`src/png_chunk_parser_crc_check_unit_macros.svh`:
```
// ----------------------------------------------------------------------------
// png chunk parser assertion macros
// concurrent assertion forms used by pcp_parser
// ----------------------------------------------------------------------------
`ifndef PNG_CHUNK_PARSER_CRC_CHECK_UNIT_MACROS_SVH
`define PNG_CHUNK_PARSER_CRC_CHECK_UNIT_MACROS_SVH

// antecedent implies consequent in the same cycle
`define PCP_ASSERT_NOW(name, ck, rn, ante, cons) \
name: assert property (@(posedge ck) disable iff (!rn) (ante) |-> (cons)) \
	else $error("pcp assertion failed");

// antecedent implies consequent in the next cycle
`define PCP_ASSERT_NEXT(name, ck, rn, ante, cons) \
name: assert property (@(posedge ck) disable iff (!rn) (ante) |=> (cons)) \
	else $error("pcp assertion failed");

`endif

```
`src/pcp_pkg.sv`:
```
// ----------------------------------------------------------------------------
// pcp_pkg
// types and constants for the png chunk parser with crc check
// ----------------------------------------------------------------------------
package pcp_pkg;

	localparam logic [2:0] PH_SIG  = 3'd0;
	localparam logic [2:0] PH_LEN  = 3'd1;
	localparam logic [2:0] PH_TYPE = 3'd2;
	localparam logic [2:0] PH_DATA = 3'd3;
	localparam logic [2:0] PH_CRC  = 3'd4;
	localparam logic [2:0] PH_STOP = 3'd5;

	localparam logic [1:0] ST_OK       = 2'd0;
	localparam logic [1:0] ST_CRC_BAD  = 2'd1;
	localparam logic [1:0] ST_SIG_BAD  = 2'd2;
	localparam logic [1:0] ST_LEN_BAD  = 2'd3;

	localparam logic [31:0] CRC_POLY_REFL = 32'hEDB8_8320;
	localparam logic [31:0] CRC_INIT      = 32'hFFFF_FFFF;
	localparam logic [31:0] TYPE_IHDR     = 32'h4948_4452;
	localparam logic [31:0] TYPE_IEND     = 32'h4945_4E44;

	localparam logic [7:0] SIG_BYTES [8] = '{8'd137, 8'd80, 8'd78, 8'd71,
		8'd13, 8'd10, 8'd26, 8'd10};

	typedef struct packed {
		logic [1:0]  status;
		logic [31:0] chunk_id;
		logic [30:0] chunk_length;
		logic        is_header;
		logic        is_end;
		logic [30:0] image_width;
		logic [30:0] image_height;
		logic [7:0]  sample_depth;
		logic [7:0]  colour_kind;
		logic [7:0]  interlace_method;
	} pcp_result_t;

endpackage

```
`src/pcp_crc_byte.sv`:
```
// ----------------------------------------------------------------------------
// pcp_crc_byte
// one-byte update of the reflected crc-32
// ----------------------------------------------------------------------------
module pcp_crc_byte (
	input  logic [31:0] crc_in,
	input  logic [7:0]  data,
	output logic [31:0] crc_out
);

	always_comb begin
		logic [31:0] c;
		c = crc_in ^ {24'd0, data};
		for (int k = 0; k < 8; k++) begin
			c = {1'b0, c[31:1]} ^ (c[0] ? pcp_pkg::CRC_POLY_REFL : 32'd0);
		end
		crc_out = c;
	end

endmodule

```
`src/pcp_parser.sv`:
```
// ----------------------------------------------------------------------------
// pcp_parser
// signature check, chunk field parse, crc compare and ihdr capture per word
// ----------------------------------------------------------------------------
`include "png_chunk_parser_crc_check_unit_macros.svh"

module pcp_parser (
	input  logic                clk,
	input  logic                arst_n,
	input  logic                step_en,
	input  logic [7:0]          data_byte,
	input  logic                start_of_stream,
	output logic                res_valid,
	output pcp_pkg::pcp_result_t res
);

	logic [2:0]  phase_q;
	logic [30:0] cnt_q;
	logic [30:0] length_q;
	logic [31:0] type_q;
	logic [31:0] crc_q;
	logic [31:0] rxcrc_q;
	logic [30:0] width_q;
	logic [30:0] height_q;
	logic [7:0]  depth_q;
	logic [7:0]  colour_q;
	logic [7:0]  interlace_q;

	logic [2:0]  phase_c, phase_n;
	logic [30:0] cnt_c, cnt_n, cnt_inc;
	logic [30:0] length_c, length_n;
	logic [31:0] type_c, type_n;
	logic [31:0] crc_c, crc_n, crc_upd;
	logic [31:0] rxcrc_c, rxcrc_n;
	logic [30:0] width_c, width_n;
	logic [30:0] height_c, height_n;
	logic [7:0]  depth_c, depth_n;
	logic [7:0]  colour_c, colour_n;
	logic [7:0]  interlace_c, interlace_n;
	logic        emit;

	// restart overrides the stored state with its reset value
	assign phase_c     = start_of_stream ? pcp_pkg::PH_SIG : phase_q;
	assign cnt_c       = start_of_stream ? 31'd0 : cnt_q;
	assign length_c    = start_of_stream ? 31'd0 : length_q;
	assign type_c      = start_of_stream ? 32'd0 : type_q;
	assign crc_c       = start_of_stream ? pcp_pkg::CRC_INIT : crc_q;
	assign rxcrc_c     = start_of_stream ? 32'd0 : rxcrc_q;
	assign width_c     = start_of_stream ? 31'd0 : width_q;
	assign height_c    = start_of_stream ? 31'd0 : height_q;
	assign depth_c     = start_of_stream ? 8'd0 : depth_q;
	assign colour_c    = start_of_stream ? 8'd0 : colour_q;
	assign interlace_c = start_of_stream ? 8'd0 : interlace_q;

	assign cnt_inc = cnt_c + 31'd1;

	pcp_crc_byte u_crc (
		.crc_in  (crc_c),
		.data    (data_byte),
		.crc_out (crc_upd)
	);

	always_comb begin
		phase_n     = phase_c;
		cnt_n       = cnt_c;
		length_n    = length_c;
		type_n      = type_c;
		crc_n       = crc_c;
		rxcrc_n     = rxcrc_c;
		width_n     = width_c;
		height_n    = height_c;
		depth_n     = depth_c;
		colour_n    = colour_c;
		interlace_n = interlace_c;
		emit        = 1'b0;

		res.status           = pcp_pkg::ST_OK;
		res.chunk_id         = 32'd0;
		res.chunk_length     = 31'd0;
		res.is_header        = 1'b0;
		res.is_end           = 1'b0;
		res.image_width      = width_c;
		res.image_height     = height_c;
		res.sample_depth     = depth_c;
		res.colour_kind      = colour_c;
		res.interlace_method = interlace_c;

		case (phase_c)
			pcp_pkg::PH_SIG: begin
				if (data_byte != pcp_pkg::SIG_BYTES[cnt_c[2:0]]) begin
					phase_n    = pcp_pkg::PH_STOP;
					emit       = 1'b1;
					res.status = pcp_pkg::ST_SIG_BAD;
				end else if (cnt_c[2:0] == 3'd7) begin
					phase_n  = pcp_pkg::PH_LEN;
					cnt_n    = 31'd0;
					length_n = 31'd0;
				end else begin
					cnt_n = cnt_inc;
				end
			end
			pcp_pkg::PH_LEN: begin
				if (cnt_c == 31'd0 && data_byte[7]) begin
					phase_n    = pcp_pkg::PH_STOP;
					emit       = 1'b1;
					res.status = pcp_pkg::ST_LEN_BAD;
				end else begin
					length_n = {length_c[22:0], data_byte};
					cnt_n    = cnt_inc;
					if (cnt_c == 31'd3) begin
						phase_n = pcp_pkg::PH_TYPE;
						cnt_n   = 31'd0;
						type_n  = 32'd0;
						crc_n   = pcp_pkg::CRC_INIT;
					end
				end
			end
			pcp_pkg::PH_TYPE: begin
				type_n = {type_c[23:0], data_byte};
				crc_n  = crc_upd;
				cnt_n  = cnt_inc;
				if (cnt_c == 31'd3) begin
					cnt_n   = 31'd0;
					rxcrc_n = 32'd0;
					phase_n = (length_c == 31'd0) ? pcp_pkg::PH_CRC : pcp_pkg::PH_DATA;
				end
			end
			pcp_pkg::PH_DATA: begin
				crc_n = crc_upd;
				if (type_c == pcp_pkg::TYPE_IHDR) begin
					if (cnt_c < 31'd4) begin
						width_n = {width_c[22:0], data_byte};
					end else if (cnt_c < 31'd8) begin
						height_n = {height_c[22:0], data_byte};
					end else if (cnt_c == 31'd8) begin
						depth_n = data_byte;
					end else if (cnt_c == 31'd9) begin
						colour_n = data_byte;
					end else if (cnt_c == 31'd12) begin
						interlace_n = data_byte;
					end
				end
				cnt_n = cnt_inc;
				if (cnt_inc == length_c) begin
					cnt_n   = 31'd0;
					rxcrc_n = 32'd0;
					phase_n = pcp_pkg::PH_CRC;
				end
			end
			pcp_pkg::PH_CRC: begin
				rxcrc_n = {rxcrc_c[23:0], data_byte};
				cnt_n   = cnt_inc;
				if (cnt_c == 31'd3) begin
					emit             = 1'b1;
					res.status       = ((crc_c ^ pcp_pkg::CRC_INIT) == rxcrc_n) ?
						pcp_pkg::ST_OK : pcp_pkg::ST_CRC_BAD;
					res.chunk_id     = type_c;
					res.chunk_length = length_c;
					res.is_header    = (type_c == pcp_pkg::TYPE_IHDR);
					res.is_end       = (type_c == pcp_pkg::TYPE_IEND);
					cnt_n            = 31'd0;
					crc_n            = pcp_pkg::CRC_INIT;
					if (type_c == pcp_pkg::TYPE_IEND) begin
						phase_n = pcp_pkg::PH_STOP;
					end else begin
						phase_n  = pcp_pkg::PH_LEN;
						length_n = 31'd0;
					end
				end
			end
			default: begin
				phase_n = phase_c;
			end
		endcase
	end

	assign res_valid = step_en & emit;

	always_ff @(posedge clk or negedge arst_n) begin
		if (!arst_n) begin
			phase_q     <= pcp_pkg::PH_SIG;
			cnt_q       <= 31'd0;
			length_q    <= 31'd0;
			type_q      <= 32'd0;
			crc_q       <= pcp_pkg::CRC_INIT;
			rxcrc_q     <= 32'd0;
			width_q     <= 31'd0;
			height_q    <= 31'd0;
			depth_q     <= 8'd0;
			colour_q    <= 8'd0;
			interlace_q <= 8'd0;
		end else if (step_en) begin
			phase_q     <= phase_n;
			cnt_q       <= cnt_n;
			length_q    <= length_n;
			type_q      <= type_n;
			crc_q       <= crc_n;
			rxcrc_q     <= rxcrc_n;
			width_q     <= width_n;
			height_q    <= height_n;
			depth_q     <= depth_n;
			colour_q    <= colour_n;
			interlace_q <= interlace_n;
		end
	end

	`PCP_ASSERT_NOW(a_stop_silent, clk, arst_n,
		phase_q == pcp_pkg::PH_STOP && !start_of_stream, !res_valid)
	`PCP_ASSERT_NOW(a_sig_count, clk, arst_n, phase_q == pcp_pkg::PH_SIG, cnt_q < 31'd8)
	`PCP_ASSERT_NOW(a_field_count, clk, arst_n,
		phase_q == pcp_pkg::PH_LEN || phase_q == pcp_pkg::PH_TYPE ||
		phase_q == pcp_pkg::PH_CRC, cnt_q < 31'd4)
	`PCP_ASSERT_NEXT(a_error_stops, clk, arst_n,
		res_valid && (res.status == pcp_pkg::ST_SIG_BAD || res.status == pcp_pkg::ST_LEN_BAD),
		phase_q == pcp_pkg::PH_STOP)

endmodule

```
`src/pcp_out_reg.sv`:
```
// ----------------------------------------------------------------------------
// pcp_out_reg
// result register with valid and ready toward the receiver
// ----------------------------------------------------------------------------
module pcp_out_reg (
	input  logic                clk,
	input  logic                arst_n,
	input  logic                load,
	input  pcp_pkg::pcp_result_t res,
	output logic                free,
	output logic                valid,
	input  logic                ready,
	output pcp_pkg::pcp_result_t res_q
);

	logic valid_q;

	assign free  = !valid_q || ready;
	assign valid = valid_q;

	always_ff @(posedge clk or negedge arst_n) begin
		if (!arst_n) begin
			valid_q <= 1'b0;
		end else if (load) begin
			valid_q <= 1'b1;
		end else if (ready) begin
			valid_q <= 1'b0;
		end
	end

	always_ff @(posedge clk) begin
		if (load) begin
			res_q <= res;
		end
	end

endmodule

```
`src/png_chunk_parser_crc_check_unit.sv`:
```
// ----------------------------------------------------------------------------
// png_chunk_parser_crc_check_unit
// byte-stream png signature check, chunk parse and crc-32 verify
// ----------------------------------------------------------------------------
// input channel: byte_valid / byte_ready carry one word per handshake, a
// file byte with start_of_stream marking the first signature byte of a file
// output channel: result_valid / result_ready carry one word per finished
// chunk, or one on a bad signature or an oversized length, with the ihdr
// fields captured so far
// path: a byte enters the input register, is parsed once the result register
// is free, and any result it causes is loaded into the result register at
// the end of the cycle in which it is parsed
// throughput: one byte per cycle while the result register is free; chunk state
// and crc byte updates are combinational between input and result registers
// reset: parser returns to the signature phase, crc preset to all ones,
// captured ihdr fields zero, both registers empty
// stall: while result_ready is low and a result is held, the input
// register still takes one more byte, then byte_ready drops
// after iend or an error bytes are taken and dropped until start_of_stream
// ----------------------------------------------------------------------------
module png_chunk_parser_crc_check_unit (
	input  logic        clk,
	input  logic        arst_n,
	input  logic        byte_valid,
	output logic        byte_ready,
	input  logic [7:0]  data_byte,
	input  logic        start_of_stream,
	output logic        result_valid,
	input  logic        result_ready,
	output logic [1:0]  status,
	output logic [31:0] chunk_id,
	output logic [30:0] chunk_length,
	output logic        is_header,
	output logic        is_end,
	output logic [30:0] image_width,
	output logic [30:0] image_height,
	output logic [7:0]  sample_depth,
	output logic [7:0]  colour_kind,
	output logic [7:0]  interlace_method
);

	logic                 valid_s1;
	logic [7:0]           data_s1;
	logic                 sos_s1;
	logic                 advance;
	logic                 step_en;
	logic                 res_valid;
	pcp_pkg::pcp_result_t res;
	pcp_pkg::pcp_result_t res_q;

	assign byte_ready = !valid_s1 || advance;
	assign step_en    = valid_s1 && advance;

	always_ff @(posedge clk or negedge arst_n) begin
		if (!arst_n) begin
			valid_s1 <= 1'b0;
		end else if (byte_valid && byte_ready) begin
			valid_s1 <= 1'b1;
		end else if (advance) begin
			valid_s1 <= 1'b0;
		end
	end

	always_ff @(posedge clk) begin
		if (byte_valid && byte_ready) begin
			data_s1 <= data_byte;
			sos_s1  <= start_of_stream;
		end
	end

	pcp_parser u_parser (
		.clk             (clk),
		.arst_n          (arst_n),
		.step_en         (step_en),
		.data_byte       (data_s1),
		.start_of_stream (sos_s1),
		.res_valid       (res_valid),
		.res             (res)
	);

	pcp_out_reg u_out (
		.clk    (clk),
		.arst_n (arst_n),
		.load   (res_valid),
		.res    (res),
		.free   (advance),
		.valid  (result_valid),
		.ready  (result_ready),
		.res_q  (res_q)
	);

	assign status           = res_q.status;
	assign chunk_id         = res_q.chunk_id;
	assign chunk_length     = res_q.chunk_length;
	assign is_header        = res_q.is_header;
	assign is_end           = res_q.is_end;
	assign image_width      = res_q.image_width;
	assign image_height     = res_q.image_height;
	assign sample_depth     = res_q.sample_depth;
	assign colour_kind      = res_q.colour_kind;
	assign interlace_method = res_q.interlace_method;

endmodule
```
`config.mk`:
```
export PLATFORM = sky130hd
export DESIGN_NAME = png_chunk_parser_crc_check_unit
export DESIGN_NICKNAME = d
export VERILOG_FILES = /design/src/pcp_pkg.sv /design/src/pcp_crc_byte.sv /design/src/pcp_parser.sv /design/src/pcp_out_reg.sv /design/src/png_chunk_parser_crc_check_unit.sv
export VERILOG_INCLUDE_DIRS = /design/src /design/src/src
export SDC_FILE = /design/constraint.sdc
export NUM_CORES = 1
export LEC_CHECK = 0
export BUFFER_PORTS_ARGS = -buffer_cell sky130_fd_sc_hd__buf_2
export CAP_MARGIN = 20
export CORE_MARGIN = 10
export CORE_UTILIZATION = 35
export DETAILED_ROUTE_END_ITERATION = 7
export PLACE_DENSITY_LB_ADDON = 0.3
export SLEW_MARGIN = 25
export SYNTH_ARGS = -nofsm -noshare
export SYNTH_HDL_FRONTEND = slang
export SYNTH_SLANG_ARGS = --single-unit
export TNS_END_PERCENT = 100
```
`constraint.sdc`:
```
create_clock -name clk -period 25.5 [get_ports clk]
set_input_delay 5.1 -clock clk [delete_from_list [all_inputs] [get_ports clk]]
set_output_delay 5.1 -clock clk [all_outputs]
set_load 0.01 [all_outputs]
```
**Word level (Yosys, flattened, before mapping)**

Memory sizes are Yosys's and may differ from the RTL's.
Cells that the tools add are included.

- Add/subtract/negate cells: 1
- Order comparisons: 3
- Eq/ne operators: 14
- Multiplexer cells: 90
- Bitwise operators: 12
- Reduce and logical (&&, ||, !) cells: 15

Operators with widths:

| kind | number |
|---|---|
| 2-to-1 mux 31 bit | 21 |
| 2-to-1 mux 32 bit | 17 |
| bitwise XOR 31 x 32 -> 32 bit | 8 |
| one-hot mux 32 bit (3 select lines) | 2 |
| 2-to-1 mux 8 bit | 23 |
| one-hot mux 31 bit (4 select lines) | 1 |
| == test 31 x 4 -> 1 bit, second input constant | 3 |
| one-hot mux 31 bit (3 select lines) | 1 |
| 2-to-1 mux 67 bit | 1 |
| == test 32 x 31 -> 1 bit, second input constant | 2 |
| one-hot mux 32 bit (2 select lines) | 1 |
| logical NOT 31 bit | 2 |
| == test 32 bit | 1 |
| NOT 32 bit | 1 |
| bitwise XOR 32 x 8 -> 32 bit | 1 |
| adder 31 x 1 -> 31 bit, second input constant | 1 |
| == test 31 x 2 -> 1 bit, second input constant | 1 |
| == test 31 bit | 1 |
| less-than comparator 31 x 3 -> 1 bit, second input constant | 1 |
| less-than comparator 31 x 4 -> 1 bit, second input constant | 1 |
| 2-to-1 mux 3 bit | 10 |
| one-hot mux 3 bit (5 select lines) | 1 |
| 2-to-1 mux 1 bit | 8 |
| inequality test 8 bit | 1 |
| other kinds (16) | 25 |

- Register bits: 411
- Memory bits (read-only): 64
- Output and inout port bits: 155
- Word-level logic and storage cells: 161
- Memories: 1

Memory list:

| memory | depth | bits a word | rd ports | clocked after memory_dff | wr ports | RTL line | RTL |
|---|---|---|---|---|---|---|---|
| (name not given) | 8 | 8 | 1 | 0 | 0 | pcp_parser.sv:90 | `if (data_byte != pcp_pkg::SIG_BYTES[cnt_c[2:0]]) begin` |

**Longest topological paths before layout**

Gate-level depths: netlist of the first run.

- Word-level depth: 19
- Mapped depth: 18
- Depth with buffers taken out: 15

**Hierarchy**

Synthesis of the first run repeated with hierarchy kept, for this count alone.

- Cell total of the unflattened synthesis: 1855
- Area, all modules: 20482.1 µm²

By module, submodules not included:

| module | times used | cells an instance | area each (µm²) | seq. area each (µm²) |
|---|---|---|---|---|
| pcp_parser | 1 | 1614 | 14697.8 | 6020.8 |
| pcp_out_reg | 1 | 156 | 4642.0 | 4619.4 |
| pcp_crc_byte | 1 | 71 | 812.0 | 0.0 |
| png_chunk_parser_crc_check_unit | 1 | 14 | 330.3 | 295.3 |

**Worst setup path before layout of the first run**

OpenSTA, ideal clock, no wires.

- Path type: input -> register
- Start: in result_ready
- End: reg, netlist name u_out.res_q[0]
- Setup time: 0.718 ns
- Data arrival time: 13.154 ns
- Required time: 24.782 ns
- Slack: 11.627 ns
- Stages: 6
- Buffers on the path: 2
- Cells stage by stage: inv_1 > nand2_1 > nand2_1 > clkbuf_1 > buf_1 > a21oi_1

- Longest elaborated chain between the ends: 3

Ends and longest elaborated chain:

| element | RTL line | RTL |
|---|---|---|
| start: declaration | png_chunk_parser_crc_check_unit.sv:29 | `input logic result_ready,` |
| logical OR 1 bit | pcp_out_reg.sv:18 | `assign free = !valid_q \|\| ready;` |
| logical AND 1 bit | png_chunk_parser_crc_check_unit.sv:52 | `assign step_en = valid_s1 && advance;` |
| bitwise AND 1 bit | pcp_parser.sv:177 | `assign res_valid = step_en & emit;` |
| via res_valid | png_chunk_parser_crc_check_unit.sv:47 | `logic res_valid;` |

The timed path passes the listed nets, and every way through them passes these cells.
A chain may end at the register's enable or synchronous reset.

**Worst setup path in the final report of the first run**

- Start: in result_ready
- End: out byte_ready

- Longest elaborated chain between the ends: 2

Ends and longest elaborated chain:

| element | RTL line | RTL |
|---|---|---|
| logical OR 1 bit | pcp_out_reg.sv:18 |  |
| logical OR 1 bit | png_chunk_parser_crc_check_unit.sv:51 | `assign byte_ready = !valid_s1 \|\| advance;` |
| end: declaration | png_chunk_parser_crc_check_unit.sv:25 | `output logic byte_ready,` |

No other way between the ends.

==> metrics.txt, run 1 <==
grt met2 use=0.2700; Congestion Overflow GR=0; most frequent cell after synthesis=dfrtp_1; commonest cells in the netlist=dfrtp_1 (209), edfxtp_1 (162), nand2_1 (156), o21ai_0 (124), a22o_1 (104); Async S/R FF share, synth=0.5980; drt drc=0; met1 usage=0.2366; actual slew at the worst max-slew pin=1051 ps; Max-Cap Viols=0; sequential area share after synthesis=0.5506; Post-DRT Antenna Nets=0; Tot GR Track Use=0.1703; CTS tree=yes; peak supply drop=0.00004237 V; FF+latch area=around 0.011 mm2; final setup TNS=0 ps; Crit. End Element=output port; Slew Limit Fails=0; Synth area leader=dfrtp_1; Design Area, Final=0.02284 mm2; synth warn=0; Worst setup SP type=input port; fin crit share=0.4183; htree depth=2; clock skew=around 24 ps; met3 Use GR=0.03061; Synth area leaders=dfrtp_1 (26%), edfxtp_1 (24%), a22o_1 (4.6%); number of synthesized register bits=between 400 and 500; Syn Std Cell Area=just under 0.02 mm2; cell count after synthesis=~1800; first-pass GRT wire length=90.78 mm; footprint of the multi-input gates=approximately 0.0083 mm2; overall die width=between 200 and 300 um; via-per-instance ratio=5.559; EDFF count, synth=around 160; mean area per synthesized cell=between 10 and 15 um2; Die ar.=0.06668 mm2; PwrDens=roughly 80 mW/mm2; Synth Flop Type=dfrtp_1; ant diodes=0; number of global-route vias before repair=around 15000; top cell type's share of synthesized area=0.2633; CTS clock-pin slew for the worst setup and hold paths=60 ps; Post-CTS Resized=0; hold crit path type=reg -> reg; Vert. Die Dim=between 200 and 300 um; # Post-CTS Setup Buffers=0; # setup viols final=0; unrepaired setup endpoints after global routing=no; status=finished, final reports clean; Syn-to-layout area delta=14.99%; Crit path arrival time=5570 ps; Root Buffer=clkbuf_16; Clock Latency Late Sink=~580 ps; layout cells sized above 1=0.1670; FMAX=93.75 MHz; WL/cell=~22 um; Core Region=between 0.05 and 0.06 mm2; Yosys cell types=83; fillcell total=between 5000 and 6000; DR pass1 iterations=5; Most Crowded Layer GR=met2; hold buffers post-CTS=0; CP Data Required Time=between 20000 and 25000 ps; clk buf depth=3; # IOs=between 150 and 200; final wirelength=58.81 mm; critical-path maximum fanout=3; # port buffers=167; initial antenna violation count=1; Placer Congestion=0.9228; nets@finish=between 1500 and 2000; min cycle time layout=10670 ps; DP Area=0.02136 mm2; TritonCTS buffer count=43; final core occ=0.4058; DR vias=about 15000; Starting Density=0.3529; syn_nets=approximately 1800; largest net degree at the start of global routing=about 170; Initial DRC Count=1403; Cell Rows=87; clock sink total=403; Slew HR=0.2993; WS Path Type=in -> out; Fin. Hold Viols=0; DP HPWL=~40 mm; Leak Pwr=9.015 nW
## worst paths after layout
kind	slack (ps)	end	from	depth (start not counted)
worst max-delay path	14830	byte_ready	result_ready	4
worst min-delay path	470	u_parser.width_q[6]	u_parser.width_q[6]	2
worst max register to register	19430	u_parser.cnt_q[7]	sos_s1	15
worst min register to register	470	u_parser.width_q[6]	u_parser.width_q[6]	2
max in group asynchronous	18970	u_parser.height_q[22]	arst_n	3
min in group asynchronous	4470	u_out.valid	arst_n	1
## layout make-up
cell class	instances	share of cell area
sequential	403	0.4788
multi-input combinational	1259	0.3645
clock buffer	64	0.05544
timing repair buffer	195	0.04695
tap	756	0.04142
clock inverter	16	0.008437
inverter	27	0.004437
## cell families (layout without fill, tap and decap cells)
kind of cell | count (synthesis) | after routing | share of synthesized area
buf+inv | 157 | 302 | 0.03320
simple gates | 619 | 619 | 0.1709
xor+xnor | 135 | 135 | 0.05991
mux | 19 | 19 | 0.009575
flops | 403 | 403 | 0.5506
compound gates | 478 | 478 | 0.1708
fa+ha+maj | 8 | 8 | 0.005040
## layer usage
metal / routed length [um] / share of wire / up-vias
met1: 26390 / 0.45 / 7575
met2: 27260 / 0.46 / 531
li1: - / - / 6924
met3: 3793 / 0.064 / 90
met5: 0 / 0 / -
met4: 1369 / 0.023 / 0
## flip-flops by register name, summed over array words and instances, names as in the netlist
signal and cells:
u_out.res_q 153, u_parser.crc_q 32, u_parser.type_q 32, u_parser.cnt_q 31, u_parser.height_q 31, u_parser.length_q 31, u_parser.width_q 31, u_parser.rxcrc_q 24
data_s1 8, u_parser.colour_q 8, u_parser.depth_q 8, u_parser.interlace_q 8, u_parser.phase_q 3, sos_s1 1, u_out.valid 1, valid_s1 1
## per-stage QoR
step	std cells	setup WS (ps)	power [mW]	hold WS, ps
after floorplan	1819	11630	1.059	440.7
final	2720	14830	1.810	471.3
after detailed placement	2640	14830	1.179	463.6
after global placement	2640	14850	1.174	455.1
after CTS	2720	14830	1.824	476.7
after global routing	2720	14790	1.887	500.8
## critical path: stages
cell,delay (ps)
buf_2,100
inv_1,80
nand3_1,120
buf_2,170
## report_power, final
group	internal, mW	switching, mW
registers	0.745	0.0578
logic	0.134	0.234
clock network	0.376	0.263
total	1.26	0.554
## layout by cell type (no fill, tap or decap), types with 27 or more instances in the layout
master | synthesis | final
edfxtp_1 | 162 | 162
inv_1 | 27 | 27
nand4_1 | 30 | 30
a21oi_1 | 45 | 44
dfrtp_1 | 209 | 209
nor2b_1 | 97 | 97
dfstp_2 | 32 | 32
xnor2_1 | 86 | 86
a22oi_1 | 71 | 71
a22o_1 | 104 | 104
nand3_1 | 44 | 44
and2_1 | 68 | 68
o21ai_0 | 124 | 123
nor2_1 | 78 | 76
nand2_1 | 156 | 155
buf_2 | 17 | 166
clkbuf_16 | 0 | 44
xor2_1 | 48 | 48
Note: power is estimated with default switching activity, not from simulation.
==> run 2: changes to the inputs <==
--- a/config.mk
+++ b/config.mk
@@ -6,6 +6,7 @@
 export SDC_FILE = /design/constraint.sdc
 export NUM_CORES = 1
 export LEC_CHECK = 0
+export ABC_AREA = 1
 export BUFFER_PORTS_ARGS = -buffer_cell sky130_fd_sc_hd__buf_2
 export CAP_MARGIN = 20
 export CORE_MARGIN = 10
==> constraint.sdc (replaced) <==
create_clock -name clk -period 8.97 [get_ports clk]
set_input_delay 1.794 -clock clk [delete_from_list [all_inputs] [get_ports clk]]
set_output_delay 1.794 -clock clk [all_outputs]
set_load 0.01 [all_outputs]
==> metrics.txt, run 2 <==
Async S/R FF share, synth=0.5980 (unchanged); final wirelength=79.91 mm (+36%); commonest non-fill, non-tap cell in the layout=nand2_1; largest net degree at the start of global routing=154 (-10%); sequential area share after synthesis=0.4612 (-0.08939); status=finished, final reports clean; synth warn=0 (unchanged); final core occ=0.3988 (-0.007008); Crit. End Element=flop; initial antenna violation count=1 (unchanged); FMAX=between 150 and 200 MHz; fin crit share=0.6588; most frequent cells in the layout=nand2_1 (716), nor2_1 (406), inv_1 (363); WS Path Type=reg -> reg; cell count after synthesis=3142 (+73%); Post-CTS Resized=0 (unchanged); TritonCTS buffer count=45 (+4.7%); Synth area leader=dfrtp_1; Crit path arrival time=6000 ps (+430 ps); most frequent cell after synthesis=nand2_1; Critical Path Most Common Cell=nand2_1; DR vias=22180 (+47%); number of global-route vias before repair=20510 (+40%); min cycle time layout=approximately 5900 ps; mean area per synthesized cell=7.547 um2 (-31%); ant diodes=0 (unchanged); Largest regs=u_out.res_q (153), u_parser.crc_q (32), u_parser.type_q (32); Post-DRT Antenna Nets=0 (unchanged); Yosys cell types=55 (-34%); Synth Flop Type=dfrtp_1; Syn Std Cell Area=0.02371 mm2 (+19%); top cell type's share of synthesized area=0.2206 (-0.04275); Clock Latency Late Sink=590 ps (about the same); drt drc=0 (unchanged); Slew HR=0.2601 (-0.03915); Congestion Overflow GR=0 (unchanged); crit-path cells=buf_12 > clkinv_2 > nand2_1 > ha_1 > inv_1 > nand2_1 > o21ai_0 > nand2_1 > nand3_1 > nor2_1 > nand2_1 > nand2_1 > buf_4 > nand2_2 > nor2_1 > nor2_4 > buf_12; Starting Density=0.3531 (about the same); largest family of logic cells by synthesized area=simple AND/OR/NAND/NOR gates; overall die width=280.3 um (+8.5%); Cell Rows=95 (+9.2%); hold buffers post-CTS=0 (unchanged); first-pass GRT wire length=123.1 mm (+36%); DP HPWL=53.50 mm (+37%); Synth area leaders=dfrtp_1 (22%), edfxtp_1 (21%), nand2_1 (11%); htree depth=2 (unchanged); hold crit path type=reg -> reg; unrepaired setup endpoints after global routing=no; Tot GR Track Use=0.1965 (+0.02613); nets@finish=3236 (+66%); Leak Pwr=11.96 nW (+33%); Max stage delay on crit path=710 ps (+540 ps); PwrDens=290.8 mW/mm2 (+270%); Die ar.=0.07856 mm2 (+18%); Simple-Gate Fraction of Synth Area=0.2683 (+0.09741); clock sink total=403 (unchanged); Synth Area in Compound Gates=0.1495 (-0.02130); CTS tree=yes; via-per-instance ratio=5.377 (-3.3%); actual slew at the worst max-slew pin=1110 ps (+58.73 ps); layout cells sized above 1=0.1107 (-0.05631); # port buffers=167 (unchanged); final setup TNS=0 ps (unchanged); # setup viols final=0 (unchanged); # IOs=168 (unchanged); WL/cell=19.37 um (-10%); Core Region=0.06716 mm2 (+19%); critical-path maximum fanout=153 (+150); CTS clock-pin slew for the worst setup and hold paths=60 ps (about the same); Synth Area in Adders=0.004221 (-0.0008182); Placer Congestion=0.9774 (+5.9%); Max-Cap Viols=0 (unchanged); # Post-CTS Setup Buffers=0 (unchanged); max reg flops=153 (unchanged); commonest cells in the netlist=nand2_1 (718), nor2_1 (409), inv_1 (364), o21ai_0 (232), dfrtp_1 (209); WHS=469.9 ps (-1.386 ps); Reg with most FFs=u_out.res_q; CP Data Required Time=9060 ps (-11340 ps); Initial DRC Count=2208 (+57%); DR pass1 iterations=8 (+3); XOR/XNOR Fraction of Synth Area=0.02527 (-0.03463); clk buf depth=3 (unchanged); Root Buffer=clkbuf_16; Syn-to-layout area delta=12.95%; EDFF count, synth=162 (unchanged); Fin. Hold Viols=0 (unchanged); Crit-path slowest cell=clkinv_2; Worst setup SP type=flop; clock skew=20.59 ps (-3.126 ps); Slew Limit Fails=0 (unchanged); Vert. Die Dim=280.3 um (+8.5%); post-synthesis mux area share=0 (-0.009575); syn_nets=3163 (+72%); peak supply drop=0.0001616 V (+280%); number of synthesized register bits=403 (unchanged)
run 2: cell count changes after synthesis, moves of 27 or more:
cell	change
nor3_1	+27
a22o_1	-104
a22oi_1	-35
a21oi_1	+121
nand3_1	+149
and2_1	-67
nor2_1	+331
o22ai_1	+48
xnor2_1	-71
o21ai_0	+108
a31oi_1	+28
nor2b_1	-97
nand2_1	+562
inv_1	+337
run 2: metrics by stage:
stage	std cells	power, mW	instance area [um2]	setup WS [ps]
final	4125	7.788	26780	3061
after global routing	4125	8.266	26780	2742
after floorplan	3142	4.833	23720	2052
after CTS	4125	7.782	26770	3235
after global placement	4041	5.749	25190	3264
after detailed placement	4041	5.759	25190	3263
run 2: worst max-delay path, delay by kind of cell, from the launching register on:
family / cells / cell delay, ps
flops: 1 / 370
compound gates: 1 / 100
simple gates: 10 / 2250
buf+inv: 5 / 1940
fa+ha+maj: 1 / 320
run 2: area by class of cell:
class | instances | area (um2)
Clock buffer | 57 | 1232
Clock inverter | 27 | 352.8
Fill cell | 6939 | 40370
Inverter | 377 | 1429
Multi-Input combinational cell | 2191 | 10650
Sequential cell | 403 | 10940
Tap cell | 873 | 1092
Timing Repair Buffer | 197 | 1096
run 2: kinds of logic (layout without fill, tap and decap cells):
group / Yosys count / in the layout
DFF: 403 / 403
AOI/OAI and AO/OA: 619 / 619
and+or+nand+nor: 1498 / 1498
adders and majority gates: 8 / 8
xor gates and xnor gates: 66 / 66
buffers and inverters: 548 / 658
run 2: per-layer routing:
layer	vias up	track usage	share of wire
met5	-	0	0
met4	0	0.06465	0.031
met3	136	0.03326	0.077
met2	939	0.3116	0.46
met1	10490	0.2684	0.44
li1	10620	-	-
run 2: worst paths after layout:
kind / from / endpoint / slack (ps) / cells past startpoint
min in group asynchronous: arst_n / u_parser.height_q[21] / 1170 / 1
max in group asynchronous: arst_n / u_parser.length_q[26] / 6410 / 2
worst max-delay path: sos_s1 / u_out.res_q[60] / 3060 / 17
worst min-delay path: u_parser.crc_q[31] / u_parser.crc_q[31] / 470 / 2
worst min register to register: u_parser.crc_q[31] / u_parser.crc_q[31] / 470 / 2
worst max register to register: sos_s1 / u_out.res_q[60] / 3060 / 17
run 2: report_power, final:
group | total, mW | leakage [nW] | switching (mW) | internal, mW
registers | 2.80 | 4.58 | 0.294 | 2.50
logic | 2.99 | 6.62 | 2.11 | 0.882
clock network | 2.00 | 0.756 | 0.816 | 1.18
==> run 3: changes to the inputs <==
==> constraint.sdc (replaced) <==
create_clock -name clk -period 4.78 [get_ports clk]
set_input_delay 0.956 -clock clk [delete_from_list [all_inputs] [get_ports clk]]
set_output_delay 0.956 -clock clk [all_outputs]
set_load 0.01 [all_outputs]
==> metrics.txt, run 3 (synthesis gave the netlist of run 2 again) <==
fin crit share=0.8498 (+0.1910); Core Region=0.06716 mm2 (unchanged); Max-Cap Viols=0 (unchanged); Die ar.=0.07856 mm2 (unchanged); clock sink total=403 (unchanged); nets@finish=3267 (+0.96%); DR vias=22470 (+1.3%); Syn-to-layout area delta=13.89%; commonest non-fill, non-tap cell in the layout=nand2_1; CTS tree=yes; most frequent cells in the layout=nand2_1 (715), nor2_1 (405), inv_1 (363); first-pass GRT wire length=124.9 mm (+1.5%); drt drc=0 (unchanged); worst r2r src=sos_s1; Clock Latency Late Sink=610 ps (+20 ps); CP Data Required Time=5250 ps (-3810 ps); Post-DRT Antenna Nets=0 (unchanged); Max stage delay on crit path=620 ps (-90 ps); WS Path Type=reg -> reg; Sw Ratio=0.4193 (+0.005819); crit-path cells=clkinv_2 > buf_4 > nand3_1 > nor2_2 > nand2_1 > nor2_2 > nand3_1 > nand2_1 > nand2_1 > nand2_1 > nand3_1 > nor2_1 > nand3_2 > buf_4 > nand3_1 > nand3_1 > nand2_1 > o21ai_0; delay-heaviest family, CP=simple AND/OR/NAND/NOR gates; # setup viols final=0 (unchanged); top layer in use=met4; Initial DRC Count=2425 (+9.8%); critical-path maximum fanout=32 (-79%); Reg with most FFs=u_out.res_q; Placer Congestion=0.9773 (about the same); initial antenna violation count=1 (unchanged); unrepaired setup endpoints after global routing=no; overall power=14.54 mW (+87%); Int Power=8.442 mW (+85%); met3 wire len=6.436 mm (+4.8%); Cell Rows=95 (unchanged); Fin. Hold Viols=0 (unchanged); PwrDens=538.2 mW/mm2 (+85%); hold buffers post-CTS=0 (unchanged); Slew HR=0.3285 (+0.06836); WL/cell=19.38 um (about the same); Crit-path slowest cell=edfxtp_1; Vert. Die Dim=280.3 um (unchanged); clk buf depth=3 (unchanged); Flop pwr share=0.359 (about the same); peak supply drop=0.0002463 V (+52%); CP startpoint=sos_s1; status=finished, final reports clean; Congestion Overflow GR=0 (unchanged); via-per-instance ratio=5.407 (+0.57%); layout cells sized above 1=0.1188 (+0.008129); met2 WL post-DR=37.07 mm (+1.7%); final wirelength=80.53 mm (+0.77%); Crit. End Element=flop; final core occ=0.4021 (+0.003317); FMAX=246.2 MHz (+45%); DR pass1 iterations=5 (-3); Worst setup SP type=flop; min cycle time layout=4062 ps (-1847 ps); Post-CTS Resized=0 (unchanged); largest net degree at the start of global routing=189 (+23%); htree depth=2 (unchanged); Slew Limit Fails=0 (unchanged); # port buffers=167 (unchanged); Comb pwr share=0.395 (+0.011); WP buf/inv=3 (-2); clock power share=0.245 (-0.012); Leak Pwr=12.09 nW (+1.0%); CTS clock-pin slew for the worst setup and hold paths=60 ps (about the same); Tot GR Track Use=0.1986 (+0.002132); clock skew=29.84 ps (+9.256 ps); # IOs=168 (unchanged); overall die width=280.3 um (unchanged); DP HPWL=55.64 mm (+4.0%); number of global-route vias before repair=20840 (+1.6%); WHS=379.2 ps (-90.67 ps); DRT met1 WL=35.03 mm (+0.43%); switching power=6.094 mW (+89%); max reg flops=153 (unchanged); # Post-CTS Setup Buffers=0 (unchanged); actual slew at the worst max-slew pin=1002 ps (-108.0 ps); Crit path arrival time=4530 ps (-1470 ps); Largest regs=u_out.res_q (153), u_parser.crc_q (32), u_parser.type_q (32); TritonCTS buffer count=46 (+2.2%); Root Buffer=clkbuf_16; hold crit path type=in -> async; Starting Density=0.3531 (unchanged)
==> run 3: per-layer routing <==
| layer | track usage | vias to the layer above |
|---|---|---|
| li1 | - | 10690 |
| met1 | 0.2743 | 10700 |
| met2 | 0.3162 | 941 |
| met3 | 0.03267 | 141 |
| met4 | 0.05624 | 0 |
| met5 | 0 | - |
==> run 3: path summary, 6_finish.rpt <==
| check | to | slack, ps | depth (start not counted) |
|---|---|---|---|
| max | u_parser.cnt_q[18] | 720 | 18 |
| min | u_parser.height_q[29] | 380 | 1 |
| max reg2reg | u_parser.cnt_q[18] | 720 | 18 |
| min reg2reg | u_parser.crc_q[0] | 470 | 2 |
| max in group asynchronous | u_parser.length_q[3] | 3290 | 2 |
| min in group clk | u_parser.crc_q[0] | 470 | 2 |
==> run 3: metrics by stage <==
step,TNS (ps),worst slack [ps],std cells,instance area [um2]
floorplan,-5924,-38.72,3142,23790
global placement,0,877.5,4071,25520
detailed placement,0,808.7,4071,25520
CTS,0,810.8,4155,27000
global route,0,392.2,4155,27000
finish,0,717.8,4156,27010
==> run 3: worst reg2reg max path, delay by kind of cell (launching register included) <==
kind                   cells  cell delay, ps
flip-flops                 1             620
AND/OR/NAND/NOR           14            2330
buffers and inverters      3             940
AO/OA/AOI/OAI              1              70
==> run 3: cell type report <==
type | instances | area, um2
clock buffer | 63 | 1245
sequential | 403 | 10940
clock inverter | 21 | 239.0
fill | 6827 | 40150
multi-input combinational | 2191 | 10690
antenna | 1 | 2.502
timing repair buffer | 227 | 1371
tap | 873 | 1092
inverter | 377 | 1429
==> run 3: power groups by stage <==
| stage | Sequential (mW) | Clock, mW | Combinational (mW) |
|---|---|---|---|
| 2_1_floorplan | 5.26 | 0 | 3.82 |
| 3_3_place_gp | 5.26 | 0 | 5.61 |
| 3_5_place_dp | 5.27 | 0 | 5.65 |
| 4_1_cts | 5.21 | 3.62 | 5.67 |
| 5_1_grt | 5.32 | 3.74 | 6.35 |
| 6_report | 5.22 | 3.57 | 5.75 |
